`config.mk`:
```
export PLATFORM = sky130hd
export DESIGN_NAME = fixed_length_frame_deframer
export DESIGN_NICKNAME = d
export VERILOG_FILES = /design/src/flfd_pkg.sv /design/src/flfd_cmp.sv /design/src/fixed_length_frame_deframer.sv
export VERILOG_INCLUDE_DIRS = /design/src /design/src/src
export SDC_FILE = /design/constraint.sdc
export NUM_CORES = 1
export LEC_CHECK = 0
export CAP_MARGIN = 30
export CORE_ASPECT_RATIO = 1.1
export CORE_UTILIZATION = 50
export DETAILED_ROUTE_END_ITERATION = 7
export DONT_BUFFER_PORTS = 1
export PLACE_DENSITY = 0.75
export REMOVE_ABC_BUFFERS = 1
export SETUP_SLACK_MARGIN = 0.3
export SLEW_MARGIN = 20
export SYNTH_ARGS = -nofsm -noshare
export SYNTH_HDL_FRONTEND = slang
export SYNTH_SLANG_ARGS = --single-unit
export TNS_END_PERCENT = 10
```
`constraint.sdc`:
```
create_clock -name clk -period 2.5 [get_ports clk]
set_clock_uncertainty 0.05 [all_clocks]
set_input_delay 0 -clock clk [delete_from_list [all_inputs] [get_ports clk]]
set_output_delay 0 -clock clk [all_outputs]
set_load 0.01 [all_outputs]
```
`src/fixed_length_frame_deframer_defines.svh`:
```
// Assertion macros for the fixed-length frame deframer.
// Included by RTL files that carry concurrent checks; expects clk and arst_n in scope.
`ifndef FIXED_LENGTH_FRAME_DEFRAMER_DEFINES_SVH
`define FIXED_LENGTH_FRAME_DEFRAMER_DEFINES_SVH

`ifndef SYNTHESIS

// expr must hold at every clock edge outside reset
`define FLFD_ASSERT_ALWAYS(lbl, expr) \
	lbl: assert property (@(posedge clk) disable iff (!arst_n) (expr)) \
		else $error("assertion failed");

// cons must hold in the cycle after ante
`define FLFD_ASSERT_NEXT(lbl, ante, cons) \
	lbl: assert property (@(posedge clk) disable iff (!arst_n) (ante) |=> (cons)) \
		else $error("assertion failed");

`else

`define FLFD_ASSERT_ALWAYS(lbl, expr)
`define FLFD_ASSERT_NEXT(lbl, ante, cons)

`endif

`endif

```
`src/flfd_pkg.sv`:
```
// Shared types and constants for the fixed-length frame deframer.
// No dependencies.
package flfd_pkg;

	localparam logic [7:0] FRAME_OPEN  = 8'hAA;
	localparam logic [7:0] FRAME_CLOSE = 8'h55;
	localparam int unsigned OVERFLOW_MARGIN = 10;

	typedef enum logic [1:0] {
		ST_IDLE,
		ST_FRAME,
		ST_OVF,
		ST_DRAIN
	} flfd_state_t;

	typedef enum logic {
		CMP_FRAME,
		CMP_OVF
	} cmp_sel_t;

endpackage

```
`src/flfd_cmp.sv`:
```
// Shared threshold comparator for the byte count.
// Depends on flfd_pkg; thresholds derive from the frame and buffer sizes.
module flfd_cmp import flfd_pkg::*; #(
	parameter int unsigned PAYLOAD_BYTES = 12,
	parameter int unsigned BUFFER_BYTES  = 256,
	localparam int unsigned CW = $clog2(BUFFER_BYTES + 1)
) (
	input  logic [CW-1:0] count,
	input  cmp_sel_t      sel,
	output logic          gt
);

	localparam logic [CW-1:0] FRAME_MIN = CW'(PAYLOAD_BYTES + 1);
	localparam logic [CW-1:0] OVF_LIM   = CW'(BUFFER_BYTES - OVERFLOW_MARGIN);

	logic [CW-1:0] thresh;

	always_comb begin
		case (sel)
			CMP_FRAME: thresh = FRAME_MIN;
			CMP_OVF:   thresh = OVF_LIM;
			default:   thresh = OVF_LIM;
		endcase
	end

	assign gt = count > thresh;

endmodule

```
`src/fixed_length_frame_deframer.sv`:
```
// Fixed-length frame deframer top level.
// Depends on flfd_pkg, flfd_cmp and fixed_length_frame_deframer_defines.svh.
//
// Usage:
//   s_* : received serial bytes, one per transaction (s_tdata = rx_byte).
//   m_* : payload bytes of each validated frame, in arrival order;
//         m_tlast marks the final payload byte (m_tdata = payload_byte).
//   A frame is an 0xAA byte, PAYLOAD_BYTES payload bytes, then 0x55, all
//   received since the last count clear. The count clears on a frame and
//   when it passes BUFFER_BYTES-10 without one.
// Timing:
//   A byte that closes no frame passes accept, frame check and overflow
//   check, both checks through the one shared comparator.
//   A closing byte passes accept and frame check, then one payload byte is
//   loaded into the output register per cycle while m_tready does not stall
//   the drain. The first payload byte shows on m_tdata after the first drain step.
//   s_tready is high only while the sequencer is idle.
// Reset: count cleared, output register empty, sequencer idle.
// Stall: a held m_tready freezes the drain; the last payload byte may wait
//   in the output register while the next input byte is accepted.
`include "fixed_length_frame_deframer_defines.svh"

module fixed_length_frame_deframer import flfd_pkg::*; #(
	parameter int unsigned PAYLOAD_BYTES = 12,
	parameter int unsigned BUFFER_BYTES  = 256
) (
	input  logic       clk,
	input  logic       arst_n,
	input  logic       s_tvalid,
	output logic       s_tready,
	input  logic [7:0] s_tdata,   // [7:0] rx_byte
	output logic       m_tvalid,
	input  logic       m_tready,
	output logic [7:0] m_tdata,   // [7:0] payload_byte
	output logic       m_tlast
);

	localparam int unsigned CW    = $clog2(BUFFER_BYTES + 1);
	localparam int unsigned HIST  = PAYLOAD_BYTES + 1;
	localparam int unsigned RW    = $clog2(PAYLOAD_BYTES + 1);
	localparam logic [CW-1:0] OVF_TOP = CW'(BUFFER_BYTES - OVERFLOW_MARGIN + 1);

	flfd_state_t state_q, state_nxt;

	logic [CW-1:0] cnt_q;
	logic [7:0]    byte_q;
	logic [RW-1:0] rem_q;
	logic [7:0]    hist_q [HIST];

	logic       out_valid_q;
	logic [7:0] out_data_q;
	logic       out_last_q;

	logic       in_acc;
	logic       slot_free;
	logic       load_out;
	logic       shift_hist;
	logic       cmp_gt;
	logic       frame_hit;
	cmp_sel_t   cmp_sel;

	assign in_acc    = s_tvalid && s_tready;
	assign slot_free = !out_valid_q || m_tready;

	flfd_cmp #(
		.PAYLOAD_BYTES(PAYLOAD_BYTES),
		.BUFFER_BYTES (BUFFER_BYTES)
	) u_cmp (
		.count(cnt_q),
		.sel  (cmp_sel),
		.gt   (cmp_gt)
	);

	assign frame_hit = cmp_gt && (byte_q == FRAME_CLOSE) && (hist_q[0] == FRAME_OPEN);

	// next state
	always_comb begin
		state_nxt = state_q;
		case (state_q)
			ST_IDLE:  if (in_acc) state_nxt = ST_FRAME;
			ST_FRAME: state_nxt = frame_hit ? ST_DRAIN : ST_OVF;
			ST_OVF:   state_nxt = ST_IDLE;
			ST_DRAIN: if (slot_free && rem_q == RW'(1)) state_nxt = ST_IDLE;
			default:  state_nxt = ST_IDLE;
		endcase
	end

	// outputs of the sequencer
	always_comb begin
		s_tready   = 1'b0;
		cmp_sel    = CMP_FRAME;
		load_out   = 1'b0;
		shift_hist = 1'b0;
		case (state_q)
			ST_IDLE:  s_tready = 1'b1;
			ST_FRAME: cmp_sel = CMP_FRAME;
			ST_OVF: begin
				cmp_sel    = CMP_OVF;
				shift_hist = 1'b1;
			end
			ST_DRAIN: begin
				load_out   = slot_free;
				shift_hist = slot_free;
			end
			default: s_tready = 1'b0;
		endcase
	end

	always_ff @(posedge clk or negedge arst_n) begin
		if (!arst_n) begin
			state_q     <= ST_IDLE;
			cnt_q       <= '0;
			rem_q       <= '0;
			out_valid_q <= 1'b0;
		end else begin
			state_q <= state_nxt;
			if (in_acc) cnt_q <= cnt_q + CW'(1);
			if (state_q == ST_FRAME && frame_hit) begin
				cnt_q <= '0;
				rem_q <= RW'(PAYLOAD_BYTES);
			end
			if (state_q == ST_OVF && cmp_gt) cnt_q <= '0;
			if (load_out) begin
				rem_q       <= rem_q - RW'(1);
				out_valid_q <= 1'b1;
			end else if (m_tready) begin
				out_valid_q <= 1'b0;
			end
		end
	end

	always_ff @(posedge clk) begin
		if (in_acc) byte_q <= s_tdata;
		if (load_out) begin
			out_data_q <= hist_q[1];
			out_last_q <= (rem_q == RW'(1));
		end
	end

	// history shift line; during the drain the payload walks past tap 1,
	// the history left behind is never used since the count was cleared
	always_ff @(posedge clk or negedge arst_n) begin
		if (!arst_n) begin
			for (int i = 0; i < HIST; i++) hist_q[i] <= '0;
		end else if (shift_hist) begin
			for (int i = 0; i < HIST - 1; i++) hist_q[i] <= hist_q[i + 1];
			hist_q[HIST-1] <= byte_q;
		end
	end

	assign m_tvalid = out_valid_q;
	assign m_tdata  = out_data_q;
	assign m_tlast  = out_last_q;

	`FLFD_ASSERT_ALWAYS(a_drain_rem, (state_q != ST_DRAIN) || (rem_q != '0))
	`FLFD_ASSERT_ALWAYS(a_cnt_bound, cnt_q <= OVF_TOP)
	`FLFD_ASSERT_NEXT(a_acc_check, in_acc, state_q == ST_FRAME)
	`FLFD_ASSERT_NEXT(a_frame_clear, (state_q == ST_FRAME) && frame_hit, cnt_q == '0)

endmodule
```
Word level (Yosys, flattened, before mapping). Index checks and enable logic that the tools add are counted.

Latch bits: 0. Flip-flop bits (word level): 137. Bits of input ports: 12. Memories kept: 0. RAM bits: 0. Bits in read-only memories: 0. Logic and storage cells: 61.

Shift operators: 0. Add/subtract/negate cells: 2. Equality and inequality tests: 8. Reductions and logical operators: 13. Bitwise gates (word level): 1. Multiplexer cells: 16. $mul: 0. Order comparisons: 1. Divide/modulo/power cells: 0.

Operators with widths (count): 9-bit 2-to-1 mux (3); 9-bit case mux with 2 select lines (1); 9-bit by 1-bit adder with 9-bit output, second input constant (1); 9-bit > comparator (1); 8-bit by 7-bit equality test with 1-bit output, second input constant (1); 8-bit equality test, second input constant (1); 4-bit 2-to-1 mux (2); 2-bit case mux with 4 select lines (1); 1-bit logical AND (6); 1-bit 2-to-1 mux (6); 2-bit equality test, second input constant (2); 4-bit by 1-bit equality test with 1-bit output, second input constant (1); 2-bit 2-to-1 mux (2); 2-bit inequality test, second input constant (2); 2-bit nonzero test (2); 4-bit by 1-bit subtractor with 4-bit output, second input constant (1); 3-bit nonzero test (1); 2-bit by 1-bit equality test with 1-bit output, second input constant (1); 2-bit zero test (1); 1-bit case mux with 2 select lines (1); 2-bit AND reduction (1); 1-bit zero test (1); 1-bit logical OR (1); 1-bit NOT (1).

Longest topological paths before layout. Gate-level depths: netlist (run 1).

Word-level depth: 10. Depth in mapped cells: 9.

Hierarchy. A second synthesis (run 1) with hierarchy kept.

Cell total of the unflattened synthesis: 351. Area total of the unflattened synthesis: 5405.2 um2.

Modules (own cells, without submodules): fixed_length_frame_deframer (cells each 331, area an instance 5240.0 um2, seq. area each 3513.4 um2, times used 1); flfd_cmp (cells each 20, area an instance 165.2 um2, seq. area each 0.0 um2, times used 1).

Worst setup path before layout (run 1). No wires, ideal clock.

Path kind: reg-to-reg. From: register state_q[1]. To: register cnt_q[0]. Cell stages (with the launch flop): 10. Library setup time: 131 ps. Path slack: -5 ps. Buffers on the path: 1. Data required time: 2319 ps. Period minus slack after synthesis: 2505 ps. Arrival time: 2323 ps. Path through: dfrtp_1 buf_6 nor2b_4 inv_1 ha_1 nand4b_1 or4_1 o211a_2 a221oi_4 o21ai_2.

Word-level cells in the longest chain between the ends: 10. Elaborated cells on any way between the ends: 16.

RTL lines: start, declared (line fixed_length_frame_deframer.sv:43) `flfd_state_t state_q, state_nxt;`; start signal, assigned (line fixed_length_frame_deframer.sv:116) `state_q <= state_nxt;`; 2-bit equality test (line fixed_length_frame_deframer.sv:94, fixed_length_frame_deframer.sv:122); 1-bit 2-to-1 mux (line fixed_length_frame_deframer.sv:94) `case (state_q)`; 1-bit NOT (line flfd_cmp.sv:19) `case (sel)`; 9-bit case mux with 2 select lines (line flfd_cmp.sv:19); 9-bit > comparator (line flfd_cmp.sv:26) `assign gt = count > thresh;`; 1-bit logical AND (2 in series) (line fixed_length_frame_deframer.sv:74) `assign frame_hit = cmp_gt && (byte_q == FRAME_CLOSE) && (hist_q[0] == FRAME_OPEN);`; 1-bit logical AND (line fixed_length_frame_deframer.sv:118) `if (state_q == ST_FRAME && frame_hit) begin`; 9-bit 2-to-1 mux (line fixed_length_frame_deframer.sv:118); 9-bit 2-to-1 mux (line fixed_length_frame_deframer.sv:122) `if (state_q == ST_OVF && cmp_gt) cnt_q <= '0;`; end signal, assigned (line fixed_length_frame_deframer.sv:117) `if (in_acc) cnt_q <= cnt_q + CW'(1);`; end, declared (line fixed_length_frame_deframer.sv:45) `logic [CW-1:0] cnt_q;`.

Parallel ways exist; a longest one is shown, timed or not. The select of a mux whose other input is x is not followed. A chain may end at the register's enable or synchronous reset.

Worst setup path after layout (run 1).
From: register state_q[0]. To: register cnt_q[0].

The elaborated chain is that of the path after synthesis.

==> flow_summary.toml, run 1 <==
[run_status]
run_status = "finished, violations left"
violations = "hold timing"

[grt]
gr-usage-met1 = 0.210
gr-usage-met3 = 0.0511
first_global_vias = 2980
grt_usage = 0.166
groute.layer.met2.usage = 0.266
grt_pass1_wl_um = 14100
grt_most_used_layer = "met2"
antenna_found_initial = 0
maximum_number_of_pins_on_one_net_before_global_route_repair = 121
grt_overflow = 0

[pwr]
comb_power_share = 0.287
power_report.internal_total_uw = 6350
power.static_leakage_uw = 0.00275
power.share.clock = 0.274
powerDensity_mw_per_mm2 = 1370
power.switching_fraction = 0.280
share_seq_of_total_power = 0.439
max-vdd-ir-drop_mv = 0.808
power.net_switching_uw = 2470

[clocking]
max-clock-path-buffers = 2
numClockSinks = 137
tritoncts_clock_tree = "yes"
holdBufCountCts = 10
clock_insertion_delay_worst_skew_ps = 410
clkSlewWorstSetupHoldPaths_ps = 60
clock_tree.root_cell = "sky130_fd_sc_hd__clkbuf_16"
clock_buffer_count_from_cts = 17
htreeDepth = 4

[synth]
yosysTopAreaCellShare = 0.559
postSynth.topFlopCell = "sky130_fd_sc_hd__dfrtp_1"
syn-cell-area_mm2 = 0.00538
yosysWarnings = 0
postSynthAreaPerCell_um2 = 15.7
synth.lib_cells_used.distinct = 44
number_of_enable_flip_flop_cells_after_synthesis = 17
synthTopCellsByArea = "sky130_fd_sc_hd__dfrtp_1 (56%), sky130_fd_sc_hd__mux2_2 (22%), sky130_fd_sc_hd__edfxtp_1 (9.5%), sky130_fd_sc_hd__ha_1 (1.9%), sky130_fd_sc_hd__xor2_1 (0.98%)"
yosysSeqAreaShare = 0.653
synth_async_sr_flop_share = 0.876
postSynthCellCount = 342
ys_ff_latch = 137
post-synth-top-area-cell = "sky130_fd_sc_hd__dfrtp_1"

[sta]
timing.final.crit_period_ps = 2400
min_period_over_period = 0.962
finalHoldViolations = 120
slew_headroom = 0.586
timing.final.setup_violations = 0
tightest_slew_ps = 612
max_clock_freq_ghz = 0.416
setup_total_negative_slack_ps = 0
whs_ps = -763
timing_max_transition_violations_final = 0
grt_setup_unrepaired = "true"

[die]
die_area_mm2 = 0.0112
io_pins = 23
die_w_um = 101
placeableCoreArea_mm2 = 0.0104
rows = 39
floorplan.initialDensity = 0.515
chipHeight_um = 111

[min_path]
timing.hold.worst.class = "primary input to async pin"

[detailed_routing]
wire_per_inst_um = 15.4
drt_first_iter_violations = 57
detailed_route_wl_um = 8130
first_pass_iters = 4
post_route_ant_nets = 0
total_via_count_in_the_routed_design = 2747
drc_markers = 0
routed_via_density = 5.20

[placement]
dp_cells = 482
place_hpwl_um = 4940
finalWeightedCongestion = 0.753
placement.io_buffers = 0

[worst_setup_path]
critical_path_s_slowest_cell = "sky130_fd_sc_hd__or4_4"
cp_data_arrival_time_ps = 2660
worst_setup_path_start_kind = "flop"
setup.worst_path.class = "flop to flop"
cp.required_ps = 2750
ff2ff_path_depth = 9
critical_path_max_stage_delay_ps = 440
cp_max_fo = 5
setup.worst_path.end_class = "flop"
series_of_cell_instances_along_the_critical_path = "nor2b_4 > inv_4 > ha_4 > nand4b_1 > or4_4 > o211a_4 > a221oi_4 > buf_6 > o21ai_2"

[cells_and_area]
final_layout_size_suffix_gt1_frac = 0.439
design.final.nets = 392
syn_to_final_growth_pct = 19.4
layout_commonest_cell = "sky130_fd_sc_hd__dfrtp_1"
mostFrequentLayoutCells = "sky130_fd_sc_hd__dfrtp_1 (120), sky130_fd_sc_hd__mux2_2 (104), sky130_fd_sc_hd__clkbuf_16 (18)"
insertedDiodeCount = 0
layoutNonFillerInstCount = 528

[run]
drv.max_cap_violation_count = 0
-- registers in the layout, summed over array words and instances, names as in the netlist --
name,flops
state_q,2
cnt_q,9
m_tvalid,1
hist_q,104
m_tdata,8
byte_q,8
m_tlast,1
rem_q,4
-- layer usage --
| metal | up-vias | routed length [µm] |
|---|---|---|
| met4 | 0 | 116 |
| met1 | 1413 | 3650 |
| met5 | - | 0 |
| met2 | 41 | 4100 |
| met3 | 15 | 262 |
| li1 | 1278 | - |
-- cells in the mapped netlist, types with 2 or more instances --
cell / number
sky130_fd_sc_hd__dfrtp_1: 120
sky130_fd_sc_hd__mux2_2: 104
sky130_fd_sc_hd__edfxtp_1: 17
sky130_fd_sc_hd__nor2_1: 12
sky130_fd_sc_hd__nand2_1: 9
sky130_fd_sc_hd__ha_1: 8
sky130_fd_sc_hd__buf_2: 6
sky130_fd_sc_hd__inv_1: 6
sky130_fd_sc_hd__xor2_1: 6
sky130_fd_sc_hd__nand2b_1: 5
sky130_fd_sc_hd__nand3_1: 5
sky130_fd_sc_hd__buf_1: 4
sky130_fd_sc_hd__xnor2_1: 3
sky130_fd_sc_hd__a21oi_1: 2
sky130_fd_sc_hd__a31oi_1: 2
sky130_fd_sc_hd__and4_1: 2
sky130_fd_sc_hd__clkbuf_1: 2
sky130_fd_sc_hd__nand3b_1: 2
sky130_fd_sc_hd__nor4bb_1: 2
-- power by group through the flow --
stage	sequential (µW)	combinational [µW]	clock (µW)
2_1_floorplan	3730	2000	0
3_3_place_gp	3850	2250	0
3_5_place_dp	3910	2380	0
4_1_cts	3890	2490	2470
5_1_grt	4030	2750	2560
6_report	3870	2530	2410
-- path summary, 6_finish.rpt --
kind / startpoint / to / slack [ps]
max: state_q[0] / cnt_q[0] / 100
min: arst_n / hist_q[52] / -760
max reg2reg: state_q[0] / cnt_q[0] / 100
min reg2reg: hist_q[88] / m_tdata[0] / 420
max in group asynchronous: arst_n / hist_q[21] / 3020
min in group clk: s_tdata[3] / byte_q[3] / 170
-- critical path: cells and delay by family, from the launching register on --
family,cells,cell delay [ps]
AO/OA/AOI/OAI,3,600
adder cells (fa/ha/maj),1,270
buffers and inverters,2,260
AND/OR/NAND/NOR,3,720
flip-flops,1,410
-- cell families (layout without fill, tap and decap cells) --
logic type	after synthesis	count (layout)	share of synthesized area
fa+ha+maj	8	8	0.0186
xor+xnor	9	9	0.0147
flops	137	137	0.653
simple gates	50	50	0.0549
compound gates	13	13	0.0212
mux	105	105	0.220
buf+inv	20	63	0.0175
-- per-stage QoR --
stage	worst slack (ps)	total power [µW]	utilization	instance area, µm²
6_report	95.4	8820	0.615	6420
5_1_grt	-19.6	9340	0.615	6420
4_1_cts	176	8840	0.611	6380
3_5_place_dp	-17.8	6290	0.536	5600
3_3_place_gp	43.9	6100	0.536	5600
2_1_floorplan	-1040	5730	-	5310
-- layout make-up --
cell class / instances / area, µm²
clock inverter: 12 / 113
timing repair buffer: 25 / 245
multi-input combinational: 185 / 1870
inverter: 6 / 25.0
sequential: 137 / 3510
clock buffer: 20 / 478
fill: 786 / 4020
tap: 143 / 179
-- repair_timing --
action	in CTS	in global routing
buffers inserted	2	1
cloned	1	0
gates resized for setup	10	6
endpoints found under the setup margin	14	14
endpoints found under the hold margin	132	120
pin swaps	10	3
Power figures use the tool's default switching activity.
==> inputs of run 2 (changes only) <==
--- a/config.mk
+++ b/config.mk
@@ -11,7 +11,7 @@
 export CORE_UTILIZATION = 50
 export DETAILED_ROUTE_END_ITERATION = 7
 export DONT_BUFFER_PORTS = 1
-export PLACE_DENSITY = 0.75
+export PLACE_DENSITY = 0.72
 export REMOVE_ABC_BUFFERS = 1
 export SETUP_SLACK_MARGIN = 0.3
 export SLEW_MARGIN = 20
==> constraint.sdc (replaced) <==
create_clock -name clk -period 3.1 [get_ports clk]
set_clock_uncertainty 0.05 [all_clocks]
set_input_delay 0 -clock clk [delete_from_list [all_inputs] [get_ports clk]]
set_output_delay 0 -clock clk [all_outputs]
set_load 0.01 [all_outputs]
==> run 2 against run 1 <==
Compared with the run above:
- the flow still finishes with violations (hold timing)
- fmax is 8.4% lower
- register-to-register slack better by 380 ps
- routed wire length is 3.8% lower
- critical path type unchanged
- largest cell class unchanged
- highest routed layer unchanged
==> flow_summary.toml, run 2 (synthesis results as in run 1) <==
[die]
rows = 39
die_w_um = 101
placeableCoreArea_mm2 = 0.0104
floorplan.initialDensity = 0.515
io_pins = 23
die_area_mm2 = 0.0112
chipHeight_um = 111

[sta]
grt_setup_unrepaired = "false"
tightest_slew_ps = 550
timing_max_transition_violations_final = 0
finalHoldViolations = 120
timing.final.crit_period_ps = 2620
slew_headroom = 0.633
min_period_over_period = 0.846
setup_total_negative_slack_ps = 0
final_ws_setup_ps = 476
whs_ps = -764
timing.final.setup_violations = 0
max_clock_freq_ghz = 0.381

[pwr]
share_seq_of_total_power = 0.437
powerDensity_mw_per_mm2 = 1140
max-vdd-ir-drop_mv = 1.11
power.net_switching_uw = 1890
comb_power_share = 0.251
power.share.clock = 0.312
total_design_power_uw = 7170
power.switching_fraction = 0.263
power_report.internal_total_uw = 5290
power.static_leakage_uw = 0.00273

[worst_setup_path]
critical_path_max_stage_delay_ps = 520
ff2ff_path_depth = 9
reg2reg_slack_ps = 480
timing.rr.start = "state_q[0]"
cp_max_fo = 9
cp.required_ps = 3350
setup.worst_path.end_class = "flop"
reg2reg_to = "cnt_q[0]"
series_of_cell_instances_along_the_critical_path = "nor2b_4 > inv_1 > ha_1 > nand4b_1 > or4_1 > o211a_2 > a221oi_4 > buf_4 > o21ai_2"
critical_path_s_slowest_cell = "sky130_fd_sc_hd__or4_1"
worst_setup_path_start_kind = "flop"
cp_data_arrival_time_ps = 2870
setup.worst_path.class = "flop to flop"

[detailed_routing]
first_pass_iters = 4
total_via_count_in_the_routed_design = 2673
post_route_ant_nets = 0
wire_per_inst_um = 15.1
drc_markers = 0
detailed_route_wl_um = 7820
routed_via_density = 5.17
drt_first_iter_violations = 98

[placement]
placement.io_buffers = 0
finalWeightedCongestion = 0.732
place_hpwl_um = 4530
minimum_setup_slack_after_placement_ps = 335
dp_cells = 474

[cells_and_area]
largest_reg_flops = 104
final_layout_size_suffix_gt1_frac = 0.396
design.final.nets = 381
layout_commonest_cell = "sky130_fd_sc_hd__dfrtp_1"
regMostFlops = "hist_q"
layoutNonFillerInstCount = 517
syn_to_final_growth_pct = 17.4
core_occupancy_in_the_finished_layout = 0.604
num-fill-cells = 807
insertedDiodeCount = 0
largestRegisters = "hist_q x104, cnt_q x9"
mostFrequentLayoutCells = "sky130_fd_sc_hd__dfrtp_1 (119), sky130_fd_sc_hd__mux2_2 (104), sky130_fd_sc_hd__clkbuf_16 (19)"

[grt]
grt_pass1_wl_um = 13600
grt_usage = 0.162
grt_overflow = 0
first_global_vias = 2860
maximum_number_of_pins_on_one_net_before_global_route_repair = 121
antenna_found_initial = 0

[run_status]
violations = "hold timing"
run_status = "finished, violations left"

[clocking]
clock_insertion_delay_worst_skew_ps = 410
clock_buffer_count_from_cts = 17
numClockSinks = 137
max-clock-path-buffers = 2
clkSlewWorstSetupHoldPaths_ps = 50
htreeDepth = 4
clock_tree.root_cell = "sky130_fd_sc_hd__clkbuf_16"
tritoncts_clock_tree = "yes"
holdBufCountCts = 10

[min_path]
timing.hold.worst.class = "primary input to async pin"

[run]
drv.max_cap_violation_count = 0
[run 2: cell count changes in the layout (fill, tap and decap cells not counted), moves of 3 or more]
cell	before	now
sky130_fd_sc_hd__bufinv_16	1	4
sky130_fd_sc_hd__ha_4	4	0
sky130_fd_sc_hd__buf_4	11	3
sky130_fd_sc_hd__ha_1	4	8
sky130_fd_sc_hd__inv_6	3	0
[run 2: stage by stage]
step	hold slack, ps	area, µm²
after CTS	-781	6300
after floorplan	-346	5310
after global placement	-343	5530
final	-764	6310
after global routing	-788	6310
after detailed placement	-342	5530
[run 2: power groups by stage]
stage	sequential [µW]	combinational, µW	clock (µW)
after floorplan	3010	1610	0
after global placement	3120	1710	0
after detailed placement	3160	1790	0
after CTS	3150	1830	2280
after global routing	3250	1990	2360
final	3140	1800	2240
[run 2: per-layer routing]
metal	up-vias	routed length [µm]	GRT usage
met2	53	3750	0.242
met3	12	319	0.0612
li1	1261	-	-
met4	0	93	0.0609
met1	1347	3660	0.214
met5	-	0	0
[run 2: worst max-delay path, delay by kind of cell, from the launching register on]
| family | cells | cell delay, ps |
|---|---|---|
| buffers and inverters | 2 | 350 |
| AND/OR/NAND/NOR | 3 | 820 |
| adder cells (fa/ha/maj) | 1 | 330 |
| AO/OA/AOI/OAI | 3 | 500 |
| flip-flops | 1 | 460 |
[run 2: timing repair]
item	in CTS	in global routing
buffers inserted	0	1
endpoints found under the setup margin	0	10
resized for setup	0	1
endpoints found under the hold margin	132	120
[run 2: layout make-up]
cell class                 count  area, µm²  area share
clock inverter                 9        156      0.0248
sequential                   137       3510       0.557
timing repair buffer          14        143      0.0226
clock buffer                  23        520      0.0825
tap                          143        179      0.0283
inverter                       6       22.5     0.00357
multi-input combinational    185       1780       0.281
[run 2: worst max-delay path by stage]
stage | to | slack (ps) | start | depth (start not counted)
finish | cnt_q[0] | 480 | state_q[0] | 9
global route | cnt_q[8] | 310 | state_q[0] | 9
CTS | cnt_q[0] | 330 | state_q[0] | 8
detailed placement | cnt_q[7] | 330 | state_q[0] | 8
global placement | cnt_q[0] | 460 | state_q[0] | 8
floorplan | hist_q[0] | -440 | state_q[0] | 3
